==> config.mk <==
export PLATFORM = sky130hd
export DESIGN_NAME = highpass_iir_fifth_order
export DESIGN_NICKNAME = d
export VERILOG_FILES = /design/src/rtl/hpf5_pkg.sv /design/src/rtl/highpass_iir_fifth_order.sv /design/src/rtl/hpf5_ctrl.sv /design/src/rtl/hpf5_datapath.sv
export SDC_FILE = /design/constraint.sdc
export NUM_CORES = 2
export LEC_CHECK = 0
export ABC_AREA = 1
export BUFFER_PORTS_ARGS = -buffer_cell sky130_fd_sc_hd__clkbuf_2
export CAP_MARGIN = 40
export CORE_MARGIN = 2
export CORE_UTILIZATION = 50
export DETAILED_ROUTE_END_ITERATION = 10
export MAX_ROUTING_LAYER = met4
export PLACE_DENSITY = 0.61
export SLEW_MARGIN = 10
export SYNTH_ARGS = -nofsm -noshare
export SYNTH_HDL_FRONTEND = slang
export SYNTH_SLANG_ARGS = --single-unit
==> constraint.sdc <==
create_clock -name clk -period 17.2 [get_ports clk]
set_input_delay 2.58 -clock clk [delete_from_list [all_inputs] [get_ports clk]]
set_output_delay 2.58 -clock clk [all_outputs]
set_load 0.01 [all_outputs]
==> src/rtl/hpf5_pkg.sv <==
// Shared types, constants and coefficient table for the fifth-order high-pass filter.
// Used by hpf5_ctrl, hpf5_datapath and highpass_iir_fifth_order; depends on nothing.

package hpf5_pkg;

	// Defaults for the top-level parameters
	localparam int SAMPLE_WIDTH_DEF = 24;
	localparam int STATE_FRAC_DEF   = 40;

	// Coefficient format: signed 64-bit words, 40 fraction bits
	localparam int COEF_W    = 64;
	localparam int COEF_FRAC = 40;
	localparam int STATE_W   = 64;
	// Product bits kept before the final slice: state width plus coefficient fraction
	localparam int ACC_W     = STATE_W + COEF_FRAC;
	// Shared multiplier operand width: a 32-bit chunk plus a sign or zero bit
	localparam int MUL_W     = 33;

	localparam int TAPS    = 5;
	localparam int NCOEF   = 16;

	// Coefficient table layout: zi[0..4], b[0..5], a[1..5]
	localparam logic [3:0] C_ZI0 = 4'd0;
	localparam logic [3:0] C_B0  = 4'd5;
	localparam logic [3:0] C_A1  = 4'd11;

	// Product sequence: zi loads, b0, then b_k and a_k interleaved
	localparam logic [3:0] PROD_FIRST = 4'd0;
	localparam logic [3:0] PROD_B0    = 4'd5;
	localparam logic [3:0] PROD_LAST  = 4'd15;
	localparam logic [3:0] TAP_LAST   = 4'd5;

	localparam logic signed [COEF_W-1:0] COEF [NCOEF] = '{
		-64'sd1066483470854,
		64'sd4265933855175,
		-64'sd6398900741259,
		64'sd4265933800394,
		-64'sd1066483443456,
		64'sd1066483007865,
		-64'sd5332415039325,
		64'sd10664830078650,
		-64'sd10664830078650,
		64'sd5332415039325,
		-64'sd1066483007865,
		-64'sd5430489929782,
		64'sd10728884409901,
		-64'sd10598791648398,
		64'sd5235332089428,
		-64'sd1034446546386
	};

	// What to do with a finished, rounded product
	typedef enum logic [2:0] {
		CM_NONE,
		CM_ZI,
		CM_Y,
		CM_TADD,
		CM_TONLY,
		CM_DSUB
	} commit_op_t;

	typedef struct packed {
		commit_op_t op;
		logic [2:0] idx;
	} commit_t;

	localparam commit_t COMMIT_IDLE = '{op: CM_NONE, idx: 3'd0};

	typedef struct packed {
		logic [3:0] coef_sel;
		logic       val_y;
		commit_t    commit;
	} prod_t;

	// Command word from the sequencer to the datapath
	typedef struct packed {
		logic       load_in;
		logic       mul_en;
		logic       mul_first;
		logic [3:0] coef_sel;
		logic       coef_hi;
		logic       val_y;
		logic       val_hi;
		commit_t    commit;
		logic       out_load;
	} dp_cmd_t;

	// Coefficient, operand and follow-up action for each product in the sequence
	function automatic prod_t prod_info(input logic [3:0] p);
		prod_t      info;
		logic [3:0] k;
		info = '{coef_sel: C_B0, val_y: 1'b0, commit: COMMIT_IDLE};
		k    = 4'd0;
		if (p < PROD_B0) begin
			info.coef_sel   = C_ZI0 + p;
			info.commit.op  = CM_ZI;
			info.commit.idx = p[2:0];
		end else if (p == PROD_B0) begin
			info.coef_sel   = C_B0;
			info.commit.op  = CM_Y;
			info.commit.idx = 3'd0;
		end else if (!p[0]) begin
			// b_k * x, added to the old delay term k
			k = (p - PROD_B0 + 4'd1) >> 1;
			info.coef_sel   = C_B0 + k;
			info.commit.op  = (k == TAP_LAST) ? CM_TONLY : CM_TADD;
			info.commit.idx = k[2:0];
		end else begin
			// a_k * y, subtracted into delay term k-1
			k = (p - PROD_B0) >> 1;
			info.coef_sel   = C_A1 + k - 4'd1;
			info.val_y      = 1'b1;
			info.commit.op  = CM_DSUB;
			info.commit.idx = 3'(k - 4'd1);
		end
		return info;
	endfunction

endpackage

==> src/rtl/highpass_iir_fifth_order.sv <==
// Fifth-order Butterworth high-pass, transposed direct form II, one shared 33x33 multiplier.
// One word at a time: in_stall stays high from acceptance until the result is loaded; start_req
// first loads the delays (five extra products). Each product passes through the single
// multiplier as partial products, two per sample product, four per y.
// Reset (arst_n low, asynchronous): delay terms cleared to zero, sequencer idle, no result.
// Depends on hpf5_pkg, hpf5_ctrl and hpf5_datapath.

module highpass_iir_fifth_order #(
	parameter int SAMPLE_WIDTH    = hpf5_pkg::SAMPLE_WIDTH_DEF,
	parameter int STATE_FRAC_BITS = hpf5_pkg::STATE_FRAC_DEF
) (
	input  logic                           clk,
	input  logic                           arst_n,
	input  logic                           in_valid,
	output logic                           in_stall,
	input  logic signed [SAMPLE_WIDTH-1:0] sample,
	input  logic                           start_req,
	output logic                           out_valid,
	input  logic                           out_stall,
	output logic signed [SAMPLE_WIDTH-1:0] filtered,
	output logic                           saturated
);

	hpf5_pkg::dp_cmd_t cmd;

	// Sequencer
	hpf5_ctrl u_ctrl (
		.clk       (clk),
		.arst_n    (arst_n),
		.in_valid  (in_valid),
		.start_req (start_req),
		.in_stall  (in_stall),
		.out_stall (out_stall),
		.out_valid (out_valid),
		.cmd       (cmd)
	);

	// Arithmetic and storage
	hpf5_datapath #(
		.SAMPLE_WIDTH    (SAMPLE_WIDTH),
		.STATE_FRAC_BITS (STATE_FRAC_BITS)
	) u_datapath (
		.clk       (clk),
		.arst_n    (arst_n),
		.cmd       (cmd),
		.sample    (sample),
		.filtered  (filtered),
		.saturated (saturated)
	);

endmodule

==> src/rtl/hpf5_ctrl.sv <==
// Sequencer for the fifth-order high-pass filter: handshakes and the multiply schedule.
// Depends on hpf5_pkg; drives hpf5_datapath through a dp_cmd_t command word.

module hpf5_ctrl (
	input  logic               clk,
	input  logic               arst_n,
	input  logic               in_valid,
	input  logic               start_req,
	output logic               in_stall,
	input  logic               out_stall,
	output logic               out_valid,
	output hpf5_pkg::dp_cmd_t  cmd
);

	typedef enum logic [2:0] {
		ST_IDLE = 3'b001,
		ST_RUN  = 3'b010,
		ST_FIN  = 3'b100
	} state_t;

	state_t              state_q;
	logic [3:0]          pidx_q;
	logic [1:0]          part_q;
	hpf5_pkg::commit_t   pend_s1;
	hpf5_pkg::commit_t   pend_s2;
	logic                out_valid_q;

	hpf5_pkg::prod_t     info;
	logic                last_part;
	logic                accept;
	logic                out_free;
	logic                fin_done;

	// Decode the current product and handshake conditions
	always_comb begin
		info      = hpf5_pkg::prod_info(pidx_q);
		last_part = info.val_y ? (part_q == 2'd3) : (part_q == 2'd1);
		accept    = in_valid && (state_q == ST_IDLE);
		out_free  = !out_valid_q || !out_stall;
		fin_done  = (state_q == ST_FIN) && out_free && (pend_s1.op == hpf5_pkg::CM_NONE);
	end

	assign in_stall  = (state_q != ST_IDLE);
	assign out_valid = out_valid_q;

	// Build the command word; commits trail the last partial by the multiply stage
	// and the accumulate stage
	always_comb begin
		cmd           = '0;
		cmd.load_in   = accept;
		cmd.mul_en    = (state_q == ST_RUN);
		cmd.mul_first = (part_q == 2'd0);
		cmd.coef_sel  = info.coef_sel;
		cmd.val_y     = info.val_y;
		cmd.coef_hi   = info.val_y ? part_q[1] : part_q[0];
		cmd.val_hi    = info.val_y & part_q[0];
		cmd.commit    = pend_s2;
		cmd.out_load  = fin_done;
	end

	// Advance the schedule
	always_ff @(posedge clk or negedge arst_n) begin
		if (!arst_n) begin
			state_q <= ST_IDLE;
			pidx_q  <= hpf5_pkg::PROD_FIRST;
			part_q  <= 2'd0;
		end else begin
			case (state_q)
				ST_IDLE: begin
					if (accept) begin
						state_q <= ST_RUN;
						pidx_q  <= start_req ? hpf5_pkg::PROD_FIRST : hpf5_pkg::PROD_B0;
						part_q  <= 2'd0;
					end
				end
				ST_RUN: begin
					if (last_part) begin
						part_q <= 2'd0;
						if (pidx_q == hpf5_pkg::PROD_LAST) begin
							state_q <= ST_FIN;
						end else begin
							pidx_q <= pidx_q + 4'd1;
						end
					end else begin
						part_q <= part_q + 2'd1;
					end
				end
				ST_FIN: begin
					if (fin_done) begin
						state_q <= ST_IDLE;
					end
				end
				default: begin
					state_q <= ST_IDLE;
				end
			endcase
		end
	end

	// Delay each product's commit until its sum has settled in the accumulator
	always_ff @(posedge clk or negedge arst_n) begin
		if (!arst_n) begin
			pend_s1 <= hpf5_pkg::COMMIT_IDLE;
			pend_s2 <= hpf5_pkg::COMMIT_IDLE;
		end else begin
			pend_s1 <= ((state_q == ST_RUN) && last_part) ? info.commit
			                                               : hpf5_pkg::COMMIT_IDLE;
			pend_s2 <= pend_s1;
		end
	end

	// Hold the result word until the far side takes it
	always_ff @(posedge clk or negedge arst_n) begin
		if (!arst_n) begin
			out_valid_q <= 1'b0;
		end else if (fin_done) begin
			out_valid_q <= 1'b1;
		end else if (!out_stall) begin
			out_valid_q <= 1'b0;
		end
	end

	// A result word is never written over one that is still waiting
	a_no_overwrite: assert property (@(posedge clk) disable iff (!arst_n)
		cmd.out_load |-> (!out_valid_q || !out_stall))
		else $error("result word overwritten while stalled");

	// An accepted word starts either at the zi loads or at b0
	a_start_point: assert property (@(posedge clk) disable iff (!arst_n)
		accept |=> (state_q == ST_RUN) && (part_q == 2'd0) &&
		           ((pidx_q == hpf5_pkg::PROD_FIRST) || (pidx_q == hpf5_pkg::PROD_B0)))
		else $error("sequence did not start at a valid product");

	// No commit is left behind when the sequencer goes idle
	a_idle_drained: assert property (@(posedge clk) disable iff (!arst_n)
		(state_q == ST_IDLE) |->
		((pend_s1.op == hpf5_pkg::CM_NONE) && (pend_s2.op == hpf5_pkg::CM_NONE)))
		else $error("commit pending while idle");

	// A result only appears after a finished sequence
	a_valid_source: assert property (@(posedge clk) disable iff (!arst_n)
		$rose(out_valid_q) |-> $past(fin_done))
		else $error("result valid without a finished sequence");

endmodule

==> src/rtl/hpf5_datapath.sv <==
// Datapath for the fifth-order high-pass filter: shared multiplier, accumulator,
// delay terms and output rounding. Depends on hpf5_pkg; commanded by hpf5_ctrl.

module hpf5_datapath #(
	parameter int SAMPLE_WIDTH    = hpf5_pkg::SAMPLE_WIDTH_DEF,
	parameter int STATE_FRAC_BITS = hpf5_pkg::STATE_FRAC_DEF
) (
	input  logic                           clk,
	input  logic                           arst_n,
	input  hpf5_pkg::dp_cmd_t              cmd,
	input  logic signed [SAMPLE_WIDTH-1:0] sample,
	output logic signed [SAMPLE_WIDTH-1:0] filtered,
	output logic                           saturated
);

	localparam int OUT_SHIFT = STATE_FRAC_BITS - (SAMPLE_WIDTH - 3);
	localparam int MW        = hpf5_pkg::MUL_W;
	localparam int PW        = 2 * MW;
	localparam int AW        = hpf5_pkg::ACC_W;
	localparam int SW        = hpf5_pkg::STATE_W;
	localparam int CF        = hpf5_pkg::COEF_FRAC;
	localparam int HALF      = SW / 2;

	// Partial-product placement: {value is y, coefficient high chunk, value high chunk}
	localparam logic [2:0] POS_X_LO  = 3'b000;
	localparam logic [2:0] POS_X_HI  = 3'b010;
	localparam logic [2:0] POS_Y_LL  = 3'b100;
	localparam logic [2:0] POS_Y_LH  = 3'b101;
	localparam logic [2:0] POS_Y_HL  = 3'b110;
	localparam logic [2:0] POS_Y_HH  = 3'b111;

	localparam logic signed [AW-1:0] ROUND_HALF = AW'(1) <<< (CF - 1);
	localparam logic signed [SW-1:0] SMAX = (SW'(1) <<< (SAMPLE_WIDTH - 1)) - SW'(1);
	localparam logic signed [SW-1:0] SMIN = -SMAX - SW'(1);

	logic signed [SAMPLE_WIDTH-1:0] raw_q;
	logic signed [SW-1:0]           y_q;
	logic signed [SW-1:0]           t_q;
	logic signed [SW-1:0]           delay_q [hpf5_pkg::TAPS];
	logic signed [AW-1:0]           acc_q;

	logic signed [PW-1:0]           pp_s1;
	logic [2:0]                     pos_s1;
	logic                           first_s1;
	logic                           acc_en_s1;

	logic signed [hpf5_pkg::COEF_W-1:0] coef_w;
	logic signed [MW-1:0]           op_c;
	logic signed [MW-1:0]           op_v;
	logic signed [PW-1:0]           pp;
	logic signed [AW-1:0]           pp_ext;
	logic signed [AW-1:0]           shifted;
	logic signed [SW-1:0]           rnd;
	logic signed [SW-1:0]           d_rd;
	logic signed [SW-1:0]           r_out;

	// Hold the accepted sample
	always_ff @(posedge clk) begin
		if (cmd.load_in) begin
			raw_q <= sample;
		end
	end

	// Pick the operand chunks and multiply
	always_comb begin
		coef_w = hpf5_pkg::COEF[cmd.coef_sel];
		op_c   = cmd.coef_hi ? {coef_w[SW-1], coef_w[SW-1:HALF]}
		                     : {1'b0, coef_w[HALF-1:0]};
		if (cmd.val_y) begin
			op_v = cmd.val_hi ? {y_q[SW-1], y_q[SW-1:HALF]} : {1'b0, y_q[HALF-1:0]};
		end else begin
			op_v = {{(MW - SAMPLE_WIDTH){raw_q[SAMPLE_WIDTH-1]}}, raw_q};
		end
		pp = op_c * op_v;
	end

	// Register the partial product and its placement
	always_ff @(posedge clk) begin
		pp_s1    <= pp;
		pos_s1   <= {cmd.val_y, cmd.coef_hi, cmd.val_hi};
		first_s1 <= cmd.mul_first;
	end

	always_ff @(posedge clk or negedge arst_n) begin
		if (!arst_n) begin
			acc_en_s1 <= 1'b0;
		end else begin
			acc_en_s1 <= cmd.mul_en;
		end
	end

	// Place the partial product; the sample side carries the widening shift
	always_comb begin
		pp_ext = {{(AW - PW){pp_s1[PW-1]}}, pp_s1};
		case (pos_s1)
			POS_X_LO: shifted = pp_ext <<< OUT_SHIFT;
			POS_X_HI: shifted = pp_ext <<< (OUT_SHIFT + HALF);
			POS_Y_LL: shifted = pp_ext;
			POS_Y_LH: shifted = pp_ext <<< HALF;
			POS_Y_HL: shifted = pp_ext <<< HALF;
			POS_Y_HH: shifted = pp_ext <<< SW;
			default:  shifted = pp_ext;
		endcase
	end

	// Accumulate, seeding each product with the rounding half
	always_ff @(posedge clk) begin
		if (acc_en_s1) begin
			acc_q <= (first_s1 ? ROUND_HALF : acc_q) + shifted;
		end
	end

	assign rnd  = acc_q[CF+SW-1:CF];
	assign d_rd = delay_q[cmd.commit.idx];

	// Write finished products into the delay terms
	always_ff @(posedge clk or negedge arst_n) begin
		if (!arst_n) begin
			for (int k = 0; k < hpf5_pkg::TAPS; k++) begin
				delay_q[k] <= '0;
			end
		end else begin
			case (cmd.commit.op)
				hpf5_pkg::CM_ZI:   delay_q[cmd.commit.idx] <= rnd;
				hpf5_pkg::CM_DSUB: delay_q[cmd.commit.idx] <= t_q - rnd;
				default: ;
			endcase
		end
	end

	// Form y and the per-tap partial sum
	always_ff @(posedge clk) begin
		case (cmd.commit.op)
			hpf5_pkg::CM_Y:     y_q <= rnd + d_rd;
			hpf5_pkg::CM_TADD:  t_q <= rnd + d_rd;
			hpf5_pkg::CM_TONLY: t_q <= rnd;
			default: ;
		endcase
	end

	// Round y back to the sample format and clip; keep the shift arithmetic
	assign r_out = (y_q >>> OUT_SHIFT) + $signed(SW'(y_q[OUT_SHIFT-1]));

	always_ff @(posedge clk) begin
		if (cmd.out_load) begin
			if (r_out > SMAX) begin
				filtered  <= SMAX[SAMPLE_WIDTH-1:0];
				saturated <= 1'b1;
			end else if (r_out < SMIN) begin
				filtered  <= SMIN[SAMPLE_WIDTH-1:0];
				saturated <= 1'b1;
			end else begin
				filtered  <= r_out[SAMPLE_WIDTH-1:0];
				saturated <= 1'b0;
			end
		end
	end

endmodule
==> reports/metrics.cfg <==
[worst_hold_path]
min_to=u_ctrl.cmd[6]
hp-start=u_ctrl.pend_s1[5]
worstHoldPathType=reg -> reg
hold_depth=0

[cts]
cts_setup_buffers=0
htreeDepth=3
clk_pin_slew_worst_paths_ps=60
clockRootBuffer=clkbuf_16
cts_tree=yes
cts_resized=0
cts.sinks=694
numCtsBuffers=80
cts_buffer_depth=3
cts_hold_buf=0
clkLatencyLatePin_ps=750

[die]
boundaryPins=56
coreArea_mm2=0.181
dieArea_mm2=0.185
rows=156
die-height_um=430
die_x_um=430
initial_core_util_pct=50.3

[route]
route.vias.total=87675
dr.pass1.iters=10
drtIter0Drc=11905
wire_per_inst_um=27.5
ant_nets=0
routed_via_density=5.99
drc=0
wirelength_um=402000

[yosys]
synth_area_mm2=0.0908
yosysMostFrequentCell=nand2_1
synth_area_leaders=fa_1 (25%), nand2_1 (12%), dfrtp_1 (9.4%)
ys_seq_area_share_pct=20.3
syn_nets=13912
synth_cell_type_count=60
synth-async-reset-ratio_pct=49.4
synth_area_per_cell_um2=7.41
synth_commonest_cells=nand2_1 (2,950), inv_1 (2,268), nor2_1 (1,523), fa_1 (1,148), a21oi_1 (654)
yosys.area.top_type_share_pct=25.3
synth-main-ff-cell=dfrtp_1
yosys.area.top_type=fa_1
synth-seq-cells=694
synth-edff-count=281
yosys_warnings=0
synthCells=12265

[global_route]
grt_usage_pct=44.1
grt_pass1_wl_um=577000
grt_overflow=0
grt_max_degree=166
antenna_found_initial=25
grt_pass1_vias=85576

[sta]
fmax_mhz=79.5
fin_setup_tns_ps=0
worstMarginPinSlew_ps=1070
grt_setup_unrepaired=false
finalClockSkew_ps=60.3
slew_violations=0
finalHoldViolations=0
post-route-min-period_ps=12580
setup_viol=0
layout_worst_path_cycle_share_pct=73.1
maxSlewHeadroom_pct=28.2

[critical_path]
r2r_start=u_ctrl.pidx_q[0]
worst-endpoint-arrival_ps=13190
r2r_slack_ps=4620
cp_slowest_stage_delay_ps=950
regToRegEndpoint=u_datapath.pp_s1[63]
required_ps=17820
cpMostUsedCell=inv_1
worstSetupPathType=reg -> reg
r2r_cells=37
worstPathMaxFanout=64
critPathCaptureType=flop
worstSetupStartpointType=flop
cpMaxStageDelayCell=fa_2

[place]
place_congestion=1.11
port_buffers=55
dpl.hpwl_um=330000

[final_layout]
layout-area-overhead-vs-synth_pct=6.16
layout-drive-gt1-share_pct=4.27
fin_nets=13813

[status]
status=finished clean

[run]
drv_cap=0

-- cells by family (layout without fill, tap and decap cells) --
group                    count (synthesis)  count (layout)  share of synthesized area [%]
multiplexers                             1               1                         0.0110
other                                    0              24                              0
XOR/XNOR                               196             196                           1.89
AND/OR/NAND/NOR                       5461            5461                           24.6
adder cells (fa/ha/maj)               1618            1618                           31.8
AO/OA/AOI/OAI                         1590            1590                           9.85
buffers and inverters                 2705            2672                           11.6
flip-flops                             694             694                           20.3
-- worst max-delay path: cells and delay by family (launching register included) --
kind | cells | cell delay [ps]
and+or+nand+nor | 13 | 2500
adders and majority gates | 11 | 6150
buffers and inverters | 12 | 2860
DFF | 1 | 680
AOI/OAI and AO/OA | 1 | 100
-- final cells by class --
class | instances | area (µm²)
clock inverter | 40 | 473
clock buffer | 108 | 2270
sequential | 694 | 18400
multi-input combinational | 8866 | 62000
fill | 17556 | 84300
timing repair buffer | 199 | 1510
inverter | 2325 | 8730
tap | 2370 | 2970
antenna | 24 | 60.1
-- placed cells by master (no fill, tap or decap), drive strengths merged, types with 13 or more instances in the layout --
cell type | synthesis | final
o22ai | 16 | 16
a21boi | 29 | 29
nor4 | 18 | 18
clkinv | 2 | 28
inv | 2323 | 2330
fa | 1148 | 1148
nand2 | 2990 | 2990
and3 | 13 | 13
a221oi | 36 | 36
a31oi | 44 | 44
o21ai | 582 | 582
a41oi | 33 | 33
nor2 | 1534 | 1534
or2 | 17 | 17
nand4 | 123 | 123
o21bai | 51 | 51
a22oi | 43 | 43
o211ai | 22 | 22
nor3 | 70 | 70
edfxtp | 281 | 281
nand3b | 24 | 24
dfrtp | 342 | 342
xnor2 | 54 | 54
ha | 470 | 470
and2 | 29 | 29
diode | 0 | 24
dfxtp | 70 | 70
nand3 | 636 | 636
a21o | 32 | 32
o21a | 19 | 19
xor2 | 142 | 142
clkbuf | 203 | 163
o221ai | 13 | 13
buf | 177 | 143
a21oi | 658 | 658
-- per-stage QoR --
step                      std cells  hold WS [ps]  cell area (µm²)  utilization (%)  setup WS, ps
final                         14626           378            96400             53.4          4620
after global routing          14619           388            96400             53.4          3970
after CTS                     14598           378            96400             53.3          4860
after detailed placement      14450           366            93600             51.8          4880
after global placement        14410           359            93200             51.6          4970
after floorplan               12265           331            90800                -          7720
-- state kept, by name (all words and copies together) (netlist names), 6 cells and up --
register             cells
u_ctrl.pend_s1           6
u_datapath.filtered     24
u_datapath.y_q          64
u_datapath.acc_q       104
u_datapath.pp_s1        66
u_ctrl.cmd               6
u_datapath.raw_q        24
u_datapath.delay_q     320
u_datapath.t_q          64
-- worst max path at each step --
stage | slack (ps) | depth (start not counted) | end | startpoint
2_1_floorplan | 7720 | 36 | u_datapath.pp_s1[61] | u_ctrl.pidx_q[0]
3_3_place_gp | 4970 | 35 | u_datapath.pp_s1[61] | u_ctrl.pidx_q[0]
3_5_place_dp | 4880 | 35 | u_datapath.pp_s1[61] | u_ctrl.pidx_q[0]
4_1_cts | 4860 | 35 | u_datapath.pp_s1[61] | u_ctrl.pidx_q[0]
5_1_grt | 3970 | 35 | u_datapath.pp_s1[61] | u_ctrl.pidx_q[0]
6_report | 4620 | 37 | u_datapath.pp_s1[63] | u_ctrl.pidx_q[0]
-- layer usage --
metal | routed length, µm | global-route usage, % | vias to the layer above
met3 | 50000 | 12.4 | 1351
met5 | 0 | - | -
met1 | 156000 | 56.9 | 42590
li1 | - | - | 37888
met4 | 27500 | 23.8 | 0
met2 | 169000 | 62.7 | 5846
Power is left out: the tool's default activity adds up to more than one toggle a clock period on the data nets, which glitch-free logic cannot reach.
